**src/hw/rtl/arl_pkg.sv**
```systemverilog
// Shared constants, types and state codes of the address-to-range lookup unit.
`timescale 1ns / 1ps
`default_nettype none
package arl_pkg;

    localparam int TABLE_DEPTH = 1024;
    localparam int IDX_W       = $clog2(TABLE_DEPTH);
    localparam int CNT_W       = $clog2(TABLE_DEPTH + 1);

    localparam int ADDR_W      = 64;
    localparam int SLOT_W      = 10;
    localparam int CFG_W       = 11;
    localparam int RIDX_W      = 10;

    localparam int S_TDATA_W   = 208;
    localparam int M_TDATA_W   = 16;

    localparam logic KIND_LOAD   = 1'b0;
    localparam logic KIND_LOOKUP = 1'b1;

    typedef enum logic [1:0] {
        ST_IDLE,
        ST_PROBE,
        ST_CHECK,
        ST_FINISH
    } arl_state_t;

    typedef struct packed {
        logic              hit;
        logic [RIDX_W-1:0] index;
    } arl_result_t;

    typedef struct packed {
        logic              start;
        logic [CNT_W-1:0]  count;
        logic [ADDR_W-1:0] address;
    } arl_req_t;

endpackage
`default_nettype wire

```
**src/hw/rtl/arl_search.sv**
```systemverilog
// Binary search sequencer: one 64-bit compare per cycle against the table read port.
`timescale 1ns / 1ps
`default_nettype none
module arl_search (
    input  wire logic                       aclk,
    input  wire logic                       aresetn,
    input  wire arl_pkg::arl_req_t          req,
    input  wire logic [arl_pkg::ADDR_W-1:0] rd_start,
    input  wire logic [arl_pkg::ADDR_W-1:0] rd_end,
    output logic      [arl_pkg::IDX_W-1:0]  rd_addr,
    output logic                            idle,
    output logic                            res_valid,
    input  wire logic                       res_take,
    output arl_pkg::arl_result_t            res
);

    arl_pkg::arl_state_t state_reg, state_next;

    logic [arl_pkg::CNT_W-1:0]  lo_reg, lo_next;
    logic [arl_pkg::CNT_W-1:0]  hi_reg, hi_next;
    logic [arl_pkg::IDX_W-1:0]  mid_reg, mid_next;
    logic [arl_pkg::ADDR_W-1:0] addr_reg, addr_next;
    arl_pkg::arl_result_t       res_reg, res_next;

    // shared compare and interval update
    logic                      start_le;
    logic [arl_pkg::CNT_W-1:0] hi_upd;
    logic [arl_pkg::CNT_W-1:0] mid_plus;
    logic [arl_pkg::CNT_W-1:0] lo_new;

    // start <= address moves lo past the probed entry, else hi drops to it
    always_comb begin
        start_le = (rd_start <= addr_reg);
        mid_plus = arl_pkg::CNT_W'(mid_reg) + arl_pkg::CNT_W'(1);
        lo_new   = start_le ? mid_plus : lo_reg;
        hi_upd   = start_le ? hi_reg : arl_pkg::CNT_W'(mid_reg);
    end

    // next state
    always_comb begin
        state_next = state_reg;
        case (state_reg)
            arl_pkg::ST_IDLE: begin
                if (req.start) begin
                    state_next = (req.count == '0) ? arl_pkg::ST_FINISH : arl_pkg::ST_PROBE;
                end
            end
            arl_pkg::ST_PROBE: begin
                if (lo_new >= hi_upd) begin
                    state_next = (lo_new == '0) ? arl_pkg::ST_FINISH : arl_pkg::ST_CHECK;
                end
            end
            arl_pkg::ST_CHECK: begin
                state_next = arl_pkg::ST_FINISH;
            end
            arl_pkg::ST_FINISH: begin
                if (res_take) begin
                    state_next = arl_pkg::ST_IDLE;
                end
            end
            default: begin
                state_next = arl_pkg::ST_IDLE;
            end
        endcase
    end

    // outputs
    always_comb begin
        idle      = 1'b0;
        res_valid = 1'b0;
        case (state_reg)
            arl_pkg::ST_IDLE:   idle      = 1'b1;
            arl_pkg::ST_FINISH: res_valid = 1'b1;
            default: begin
                idle      = 1'b0;
                res_valid = 1'b0;
            end
        endcase
    end

    // datapath registers
    always_comb begin
        lo_next   = lo_reg;
        hi_next   = hi_reg;
        mid_next  = mid_reg;
        addr_next = addr_reg;
        res_next  = res_reg;
        case (state_reg)
            arl_pkg::ST_IDLE: begin
                mid_next = arl_pkg::IDX_W'(req.count >> 1);
                if (req.start) begin
                    lo_next   = '0;
                    hi_next   = req.count;
                    addr_next = req.address;
                    res_next  = '0;
                end
            end
            arl_pkg::ST_PROBE: begin
                lo_next = lo_new;
                hi_next = hi_upd;
                if (lo_new < hi_upd) begin
                    mid_next = arl_pkg::IDX_W'(lo_new + ((hi_upd - lo_new) >> 1));
                end else begin
                    // candidate is the entry just below lo
                    mid_next = arl_pkg::IDX_W'(lo_new - arl_pkg::CNT_W'(1));
                end
            end
            arl_pkg::ST_CHECK: begin
                res_next.hit   = (addr_reg < rd_end);
                res_next.index = (addr_reg < rd_end) ? arl_pkg::RIDX_W'(mid_reg) : '0;
            end
            default: begin
                res_next = res_reg;
            end
        endcase
    end

    assign rd_addr = mid_next;
    assign res     = res_reg;

    always_ff @(posedge aclk) begin
        if (!aresetn) begin
            state_reg <= arl_pkg::ST_IDLE;
        end else begin
            state_reg <= state_next;
        end
    end

    always_ff @(posedge aclk) begin
        lo_reg   <= lo_next;
        hi_reg   <= hi_next;
        mid_reg  <= mid_next;
        addr_reg <= addr_next;
        res_reg  <= res_next;
    end

endmodule
`default_nettype wire

```
**config.mk**
```make
export PLATFORM = sky130hd
export DESIGN_NAME = arl_search
export DESIGN_NICKNAME = d
export VERILOG_FILES = /design/src/hw/rtl/arl_pkg.sv /design/src/hw/rtl/arl_search.sv
export SDC_FILE = /design/constraint.sdc
export NUM_CORES = 1
export LEC_CHECK = 0
export BUFFER_PORTS_ARGS = -buffer_cell sky130_fd_sc_hd__buf_2
export CORE_MARGIN = 5
export CORE_UTILIZATION = 30
export DETAILED_ROUTE_END_ITERATION = 7
export PLACE_DENSITY_LB_ADDON = 0.25
export SLEW_MARGIN = 20
export SYNTH_ARGS = -nofsm -noshare
export SYNTH_HDL_FRONTEND = slang
export SYNTH_SLANG_ARGS = --single-unit
export TNS_END_PERCENT = 10
```
**constraint.sdc**
```tcl
create_clock -name aclk -period 20.7 [get_ports aclk]
set_input_delay 3.105 -clock aclk [delete_from_list [all_inputs] [get_ports aclk]]
set_output_delay 3.105 -clock aclk [all_outputs]
set_load 0.05 [all_outputs]
```
# After elaboration in Yosys (flattened, before gate mapping)
# Cells that the tools add are included.
[totals]
elab_cells = 48
out_inout_bits = 23
ff_bits = 109
[classes]
order_cmp = 4
addsub = 4
mux = 18
reduce_logical = 9
eq_ne = 6
[ops]
columns = ["op", "count"]
rows = [
  ["$pmux W11 S2", 3],
  ["$le A64 B64 Y1", 1],
  ["$lt A64 B64 Y1", 1],
  ["$mux W11", 4],
  ["$logic_not A11 Y1", 2],
  ["$mux W10", 2],
  ["$pmux W10 S2", 1],
  ["$add A10 B1 Y11 const B", 1],
  ["$ge A11 B11 Y1", 1],
  ["$lt A11 B11 Y1", 1],
  ["$sub A11 B11 Y11", 1],
  ["$add A10 B10 Y10", 1],
  ["$sub A10 B1 Y10 const B", 1],
  ["$mux W2", 4],
  ["$pmux W2 S4", 1],
  ["$ne A2 B2 Y1 const B", 3],
  ["$reduce_and A2 Y1", 3],
  ["$eq A2 B2 Y1 const B", 2],
  ["$reduce_bool A2 Y1", 2],
  ["$mux W1", 3],
  ["$reduce_and A3 Y1", 1],
  ["$eq A2 B1 Y1 const B", 1],
  ["$logic_not A2 Y1", 1],
]

# Depth between registers and ports, before layout
# Gate-level depths: netlist of run 1.
[logic_depth]
ltp_word = 6
mapped_depth = 30
depth_no_buf = 28

# Least setup slack after synthesis of run 1
# OpenSTA, ideal clock, no wires.
[synth_timing]
path_type = "input to output"
start = "input port rd_start[61] (netlist name)"
end = "output port rd_addr[8] (netlist name)"
required_ns = 17.595
t_arrival_ns = 9.210
setup_slack_ns = 8.385
n_path_buf = 2
path_stages = 25
cell_sequence = "ha_1 nand4_1 nor4_1 and2_1 o21ai_1 a21boi_4 buf_2 mux2_2 ha_1 nand3_1 a21oi_1 o2111ai_1 a31o_2 a21oi_1 buf_2 nand2_1 fa_1 a21o_1 a21o_1 a21o_1 a21oi_1 o21bai_1 a21oi_1 xor2_1 o21ai_0"
[synth_via]
elab_chain_cells = 6
[synth_rtl]
columns = ["element", "line", "source"]
rows = [
  ["start, declared", "arl_search.sv:8", "input wire logic [arl_pkg::ADDR_W-1:0] rd_start,"],
  ["$le A64 B64 Y1 (*)", "arl_search.sv:33", "start_le = (rd_start <= addr_reg);"],
  ["$mux W11 (on tied branches)", "arl_search.sv:36, arl_search.sv:35", ""],
  ["$sub A11 B11 Y11", "arl_search.sv:102", "mid_next = arl_pkg::IDX_W'(lo_new + ((hi_upd - lo_new) >> 1));"],
  ["$add A10 B10 Y10", "arl_search.sv:102", ""],
  ["$mux W10 (*)", "arl_search.sv:101", "if (lo_new < hi_upd) begin"],
  ["$pmux W10 S2 (*)", "arl_search.sv:88", "case (state_reg)"],
  ["end, declared", "arl_search.sv:10", "output logic [arl_pkg::IDX_W-1:0] rd_addr,"],
]
# Mark *: on every way between the ends. The rest lies on a longest branch, timed or not.

# Worst setup path after layout of run 1
[layout_timing]
start = "input port rd_start[29] (netlist name)"
end = "output port rd_addr[9] (netlist name)"
# Same word-level chain as after synthesis.

==> flow_metrics.tcl, run 1 <==
set metrics [dict create \
    cts_tree "done" \
    ys.flop_type "edfxtp_1" \
    wl_um 24930 \
    clock_tree.root_cell "clkbuf_16" \
    row_count 61 \
    firstDrtPassIters 4 \
    fmax_mhz 75.81 \
    core_um2 27860 \
    ys_seq_area_share_pct 37.18 \
    crit_type "in2out" \
    synth_edf_count 97 \
    numPlacedInstances 1469 \
    synthAdderAreaFrac_pct 23.05 \
    synth_cell_types 61 \
    min_period_ns 13.19 \
    instances_no_fill 1490 \
    cts_num_sinks 109 \
    clk_latency_ns 0.37 \
    h-tree-depth 3 \
    cts_buffer_depth 2 \
    synth_top_area_share_pct 34.35 \
    areaGrowthSynthToFinish_pct 22.48 \
    r2r_cells 25 \
    setup_tns_ns 0 \
    multi_input_area_um2 4711 \
    drt.antenna.violating_nets 0 \
    crit_start "rd_start[29]" \
    synth_area_leaders "edfxtp_1, ha_1, inv_1" \
    timing.final.crit_share_pct 63.72 \
    grt_usage_pct 15.40 \
    viasPerCell 4.697 \
    post-dp-hpwl_um 20770 \
    endpoint_kind "output pin" \
    synth_cells 876 \
    rsz0062_at_grt "no" \
    min_path_cells 1 \
    start_util_pct 30.44 \
    clkTransAtPathRegs_ns 0.08 \
    grt_pass1_wl_um 37610 \
    cap_violations 0 \
    cp_slowest_stage_delay_ns 0.81 \
    tightest_slew_ns 1.034 \
    first_global_vias 6944 \
    relSlewSlack_pct 30.87 \
    cp.required_ns 17.59 \
    r2r_start "addr_reg[28]$_DFFE_PP_" \
    largest_reg_flops 64 \
    port_buffers 229 \
    r2r_end "mid_reg[8]$_DFF_P_" \
    dieArea_um2 31730 \
    synth_compound_area_share_pct 14.49 \
    min_to "state_reg[0]$_SDFFE_PN0P_" \
    die_h_um 178.1 \
    drc 0 \
    yosysWarnings 0 \
    power.density_nw_per_um2 166.9 \
    hp-start "state_reg[0]$_SDFFE_PN0P_" \
    power.static_leakage_uw 0.005180 \
    drtIter0Drc 442 \
    synth_most_common_cell "ha_1" \
    synth_top_area_cell "edfxtp_1" \
    status "completed" \
    wl_per_cell_um 16.73 \
    grt_max_degree 65 \
    regToRegSetupSlack_ns 13.53 \
    syn-mean-instance-area_um2 9.681 \
    ioPinCount 230 \
    finalHoldViolCount 0 \
    synth_nets 1238 \
    maxSlewViolCount 0 \
    drive_above_1_share_pct 24.57 \
    seq_area_um2 3153 \
    hold_path_class "reg2reg" \
    muxShareOfSynthArea_pct 1.947 \
    postCtsSetupBuffers 0 \
    fin_nets 1464 \
    synth_top_family_by_area "adder cells" \
    ir_worst_vdd_mv 0.2250 \
    ys_seq_elements 109 \
    vias 6999 \
    crit_top_cell "a21oi_1" \
    cts_buffers 9 \
    finClkSkew_ns 0.01151 \
    finalSetupViolations 0 \
    antenna_found_initial 7 \
    grt-ovfl-total 0 \
    slowest_stage "a21boi_4" \
    ctsHoldBuffers 0 \
    fill_cells 2878 \
    synthTopCellsByCount "ha_1, inv_1, edfxtp_1" \
    synth-xor-area-share_pct 2.892 \
    worstPathArrival_ns 10.09 \
    place_congestion 0.8499 \
    die_x_um 178.1 \
    synthSimpleGateAreaFrac_pct 12.95 \
    synth_async_sr_flop_share_pct 0 \
    cts_resized 0 \
    worstPathMaxFanout 34 \
    critPathLaunchType "input pin" \
    syn_area_um2 8481 \
]
critical path: cells and delay by family:
kind | cells | cell delay (ns)
AO/OA/AOI/OAI | 14 | 3.67
XOR/XNOR | 1 | 0.15
adder cells (fa/ha/maj) | 3 | 0.98
buffers and inverters | 2 | 0.43
multiplexers | 1 | 0.43
AND/OR/NAND/NOR | 6 | 1.27
routing by layer:
| layer | share of wire, % | GRT usage, % | vias up |
|---|---|---|---|
| li1 | - | - | 3588 |
| met3 | 9.5 | 4.175 | 28 |
| met1 | 42 | 19.46 | 3144 |
| met5 | 0.19 | 0 | - |
| met2 | 47 | 26.08 | 231 |
| met4 | 1.5 | 3.932 | 8 |
metrics by stage:
step,total power (uW),hold slack (ns),instance area [um^2],util (%),setup slack [ns]
6_report,1734,0.5512,10390,37.29,7.510
5_1_grt,1900,0.5819,10380,37.26,6.879
4_1_cts,1750,0.5553,10360,37.20,7.420
3_5_place_dp,1550,0.5394,10060,36.11,7.429
3_3_place_gp,1544,0.5215,10060,36.11,7.576
2_1_floorplan,1288,0.4843,8481,-,8.385
logic make-up (layout without fill, tap and decap cells):
logic type	count (synthesis)	count (layout)
buf+inv	168	399
mux	14	14
other cells	0	5
flops	109	109
compound gates	184	184
simple gates	218	218
xor+xnor	28	28
fa+ha+maj	155	155
area by class of cell:
cell class / instances / area share, %
inverters: 151 / 5.457
multi-input cells: 599 / 45.35
diodes: 5 / 0.1205
flip-flops and latches: 109 / 30.35
well taps: 378 / 4.553
clock buffers: 11 / 2.337
clock inverters: 5 / 0.5782
repair buffers: 232 / 11.25
worst max-delay path by stage:
stage                 end  slack [ns]
2_1_floorplan  rd_addr[8]        8.39
4_1_cts        rd_addr[8]        7.42
3_3_place_gp   rd_addr[8]        7.58
5_1_grt        rd_addr[8]        6.88
6_report       rd_addr[9]        7.51
3_5_place_dp   rd_addr[8]        7.43
where the power goes:
part | switching [uW] | leakage (uW) | internal [uW]
Sequential | 55.4 | 0.00103 | 331
Clock | 87.7 | 0.000146 | 97.8
Combinational | 713 | 0.00400 | 449
Total | 857 | 0.00518 | 877
cell usage in the layout, fill, tap and decap left out, drive strengths merged, types with 3 or more instances in the layout:
cell type and instances:
a21oi 60, a22oi 9, mux2 10, and3 4, diode 5, a31oi 4
nor2 67, a21boi 3, xor2 11, nor2b 6, ha 153, a21o 42
a211oi 5, nand3 17, a221oi 5, o211ai 4, nand2b 4, xnor2 17
and2 15, nand4 29, clkbuf 11, clkinv 4, nor3 11, o21ai 34
buf 232, mux2i 4, a2111oi 3, nand2 43, dfxtp 12, edfxtp 97
inv 150, nor4 10
Power figures use the tool's default switching activity.
==> run 2: changes to the inputs <==
==> constraint.sdc (replaced) <==
create_clock -name aclk -period 10.8 [get_ports aclk]
set_input_delay 1.62 -clock aclk [delete_from_list [all_inputs] [get_ports aclk]]
set_output_delay 1.62 -clock aclk [all_outputs]
set_load 0.05 [all_outputs]
==> run 2 against run 1 <==
Net effect: utilization grew 0.076 points; critical path type unchanged; wire length fell by 2.2%; largest cell class unchanged; worst hold slack worse by 0.024 ns.
==> flow_metrics.tcl, run 2 (synthesized netlist as in run 1, its figures left out) <==
set metrics [dict create \
    drtIter0Drc 278 \
    cts_buffer_depth 2 \
    finClkSkew_ns 0.01720 \
    grt_usage_pct 14.98 \
    critPathLaunchType "input pin" \
    fill_cells 2885 \
    port_buffers 229 \
    endpoint_kind "output pin" \
    wl_per_cell_um 16.40 \
    dieArea_um2 31730 \
    power.static_leakage_uw 0.005196 \
    start_util_pct 30.44 \
    viasPerCell 4.718 \
    place_congestion 0.8540 \
    min_period_ns 10.24 \
    areaGrowthSynthToFinish_pct 22.73 \
    worstPathMaxFanout 34 \
    relSlewSlack_pct 32.70 \
    mostFrequentLayoutCell "buf_2" \
    power.density_nw_per_um2 322.0 \
    grt-ovfl-total 0 \
    die_h_um 178.1 \
    vias 7011 \
    multi_input_area_um2 4715 \
    cts_num_sinks 109 \
    clock_tree.root_cell "clkbuf_16" \
    fmax_mhz 97.61 \
    tightest_slew_ns 1.007 \
    h-tree-depth 3 \
    setup_tns_ns 0 \
    final_cell_mix "buf_2, ha_1, inv_1" \
    worst_slack_ns 0.5553 \
    drc 0 \
    largest_reg_flops 64 \
    drt.antenna.violating_nets 0 \
    pre_cts_ws_ns 0.5533 \
    die_x_um 178.1 \
    cap_violations 0 \
    timing.final.crit_share_pct 94.86 \
    drive_above_1_share_pct 24.73 \
    rsz0062_at_grt "no" \
    wl_um 24370 \
    cts_resized 0 \
    worstPathArrival_ns 8.62 \
    ioPinCount 230 \
    ir_worst_vdd_mv 0.3808 \
    diodes 0 \
    crit_start "rd_start[29]" \
    status "completed" \
    postCtsSetupBuffers 0 \
    first_global_vias 6985 \
    firstDrtPassIters 5 \
    clkTransAtPathRegs_ns 0.08 \
    cts_tree "done" \
    core_um2 27860 \
    finalSetupViolations 0 \
    r2r_start "addr_reg[28]$_DFFE_PP_" \
    post-dp-hpwl_um 20390 \
    row_count 61 \
    grt_pass1_wl_um 36970 \
    cp.required_ns 9.18 \
    antenna_found_initial 5 \
    finalHoldViolCount 0 \
    fin_nets 1465 \
    grt_max_degree 65 \
    clk_latency_ns 0.36 \
    seq_area_um2 3153 \
    cts_buffers 9 \
    maxSlewViolCount 0 \
    hold_path_class "reg2reg" \
    ctsHoldBuffers 0 \
    hp-start "state_reg[0]$_SDFFE_PN0P_" \
    holdWs_ns 0.5274 \
    crit_type "in2out" \
]
## run 2: final cells by class
| type | count | area share (%) |
|---|---|---|
| Inverter | 151 | 5.445 |
| Clock inverter | 6 | 0.9256 |
| Tap cell | 378 | 4.544 |
| Clock buffer | 10 | 2.200 |
| Multi-Input combinational cell | 599 | 45.29 |
| Timing Repair Buffer | 233 | 11.30 |
| Sequential cell | 109 | 30.29 |
## run 2: routing by layer
layer,global-route usage [%],up-vias,part of all wire [%]
met3,4.048,25,8.2
met5,0,-,0.25
li1,-,3575,-
met4,2.675,10,1.1
met1,18.45,3203,43
met2,26.53,198,47
## run 2: worst paths after layout
kind                               endpoint  slack (ns)  depth (start not counted)
setup / recovery                 rd_addr[8]        0.56                         26
hold / removal    state_reg[0]$_SDFFE_PN0P_        0.53                          1
setup reg to reg         mid_reg[8]$_DFF_P_        3.63                         25
hold reg to reg   state_reg[0]$_SDFFE_PN0P_        0.53                          1
## run 2: through the flow
step	cells	total power, uW	util [%]	area [um^2]
6_report	1486	3351	37.36	10410
3_5_place_dp	1470	2972	36.14	10070
2_1_floorplan	876	2469	-	8481
3_3_place_gp	1470	2965	36.14	10070
5_1_grt	1486	3675	37.36	10410
4_1_cts	1486	3377	37.31	10390
## run 2: where the power goes
group | total (uW) | internal, uW | leakage (uW) | switching (uW)
combinational | 2230 | 865 | 0.00401 | 1370
clock | 376 | 207 | 0.000155 | 170
sequential | 741 | 634 | 0.00103 | 107
## run 2: critical path, stage by stage
cell       delay [ns]
buf_2            0.10
ha_1             0.28
and4_1           0.26
nand4_1          0.13
nor4_1           0.52
o31a_1           0.22
o21ai_1          0.11
a21boi_4         0.79
mux2_2           0.44
ha_1             0.38
nand3_1          0.15
a21oi_1          0.23
o2111ai_1        0.20
a31o_2           0.26
a21oi_1          0.50
nand2_1          0.20
fa_1             0.47
a21o_1           0.17
a21o_1           0.20
a21o_1           0.18
a21oi_1          0.24
o21bai_1         0.11
a21oi_1          0.18
xor2_1           0.08
o21ai_0          0.24
buf_2            0.33
==> run 3: changes to the inputs <==
--- a/config.mk
+++ b/config.mk
@@ -10,7 +10,9 @@
 export CORE_UTILIZATION = 30
 export DETAILED_ROUTE_END_ITERATION = 7
 export PLACE_DENSITY_LB_ADDON = 0.25
-export SLEW_MARGIN = 20
+export RECOVER_POWER = 25
+export REMOVE_ABC_BUFFERS = 1
+export SLEW_MARGIN = 10
 export SYNTH_ARGS = -nofsm -noshare
 export SYNTH_HDL_FRONTEND = slang
 export SYNTH_SLANG_ARGS = --single-unit
==> run 3 against run 2 <==
Net effect: clock skew about the same; first-iteration DRC count increased by 27%; wire length grew 0.53%; register-to-register slack improved by 0.20 ns; final cell count increased by 0.20%; fmax increased by 2.2%; final area is 0.25% lower; via count fell by 0.13%; sequential share of layout area is 0.076 points higher; clock power shrank 7.4%; non-clock buffer count is 2 higher; largest cell class unchanged; largest power group unchanged.
==> flow_metrics.tcl, run 3 (synthesized netlist as in run 1, its figures left out) <==
set metrics [dict create \
    grt-ovfl-total 0 \
    h-tree-depth 3 \
    tightest_slew_ns 1.026 \
    clockPowerShare_pct 10.5 \
    timing.final.crit_share_pct 92.77 \
    firstDrtPassIters 7 \
    drtIter0Drc 353 \
    fill_cells 2867 \
    cts_buffers 9 \
    finalSetupViolations 0 \
    cts_tree "done" \
    hold_path_class "reg2reg" \
    core_um2 27860 \
    largest_reg_flops 64 \
    crit_type "in2out" \
    start_util_pct 30.44 \
    maxSlewViolCount 0 \
    wl_per_cell_um 16.46 \
    r2r_cells 25 \
    clkTransAtPathRegs_ns 0.08 \
    finClkSkew_ns 0.01764 \
    grt_pass1_wl_um 36740 \
    final_cell_mix "buf_2, ha_1, inv_1" \
    power.density_nw_per_um2 319.4 \
    p_comb_share_pct 67.2 \
    ioPinCount 230 \
    slowest_stage "a21boi_4" \
    min_period_ns 10.02 \
    cts_num_sinks 109 \
    endpoint_kind "output pin" \
    rsz0062_at_grt "no" \
    viasPerCell 4.702 \
    cap_violations 0 \
    power.static_leakage_uw 0.005183 \
    die_h_um 178.1 \
    finalHoldViolCount 0 \
    status "completed" \
    fin_nets 1467 \
    swShare_pct 49.18 \
    antenna_found_initial 6 \
    port_buffers 229 \
    critPathLaunchType "input pin" \
    cts_buffer_depth 2 \
    setup_tns_ns 0 \
    wl_um 24500 \
    ir_worst_vdd_mv 0.4300 \
    ctsHoldBuffers 0 \
    post-route-util_pct 37.27 \
    post-dp-hpwl_um 20630 \
    drt.antenna.violating_nets 0 \
    place_congestion 0.8638 \
    cp_slowest_stage_delay_ns 0.81 \
    areaGrowthSynthToFinish_pct 22.43 \
    relSlewSlack_pct 31.43 \
    postCtsSetupBuffers 0 \
    mostFrequentLayoutCell "buf_2" \
    row_count 61 \
    vias 7002 \
    worstPathMaxFanout 34 \
    crit_top_cell "a21oi_1" \
    worstPathArrival_ns 8.40 \
    grt_usage_pct 14.98 \
    min_path_cells 2 \
    p_int_uw 1685 \
    first_global_vias 6926 \
    fmax_mhz 99.80 \
    cts_resized 0 \
    clock_tree.root_cell "clkbuf_16" \
    drc 0 \
    clk_latency_ns 0.36 \
    total_power_uw 3316 \
    die_x_um 178.1 \
    r2r_start "addr_reg[29]$_DFFE_PP_" \
    hp-start "state_reg[1]$_SDFFE_PN0P_" \
    cp.required_ns 9.18 \
    dieArea_um2 31730 \
    holdWs_ns 0.5544 \
    drive_above_1_share_pct 24.71 \
    crit_start "rd_start[29]" \
    p_switching_uw 1631 \
    grt_max_degree 65 \
    p_seq_share_pct 22.3 \
]
[run 3: final cells by class]
cell class	count	area [um^2]	share of cell area [%]
timing repair buffer	235	1190	11.46
clock inverter	6	71.32	0.6869
antenna	2	5.005	0.04820
sequential	109	3153	30.37
inverter	151	566.8	5.459
tap	378	473.0	4.555
clock buffer	9	225.2	2.169
multi-input combinational	599	4698	45.25
[run 3: worst max-delay path: cells and delay by family]
kind / cells / cell delay (ns)
muxes: 1 / 0.41
and+or+nand+nor: 9 / 2.42
AOI/OAI and AO/OA: 8 / 2.06
xor gates and xnor gates: 2 / 0.28
adders and majority gates: 3 / 1.01
buffers and inverters: 3 / 0.59
[run 3: metrics by stage]
step / cells / instance area (um^2) / setup WS, ns
after floorplan: 859 / 8412 / 1.071
final: 1489 / 10380 / 0.7804
after CTS: 1487 / 10380 / 0.7835
after global routing: 1489 / 10380 / 0.1943
after global placement: 1472 / 10080 / 0.9508
after detailed placement: 1472 / 10080 / 0.8045
[run 3: final timing paths]
path                          endpoint  slack [ns]
max reg2reg         mid_reg[9]$_DFF_P_        3.83
max                         rd_addr[9]        0.78
min reg2reg  state_reg[1]$_SDFFE_PN0P_        0.55
min          state_reg[1]$_SDFFE_PN0P_        0.55
[run 3: power by group through the flow]
stage          Sequential (uW)  Combinational (uW)  Clock [uW]
2_1_floorplan              766                1680           0
3_3_place_gp               749                2220           0
3_5_place_dp               751                2220           0
4_1_cts                    741                2240         360
5_1_grt                    757                2500         377
6_report                   740                2230         348
[run 3: per-layer routing]
metal  vias to the layer above  track usage (%)  part of all wire [%]
li1                       3576                -                     -
met1                      3212            18.93                    43
met2                       188            25.94                    48
met3                        18            3.942                   7.8
met4                         8            2.836                  0.80
met5                         -                0                  0.17
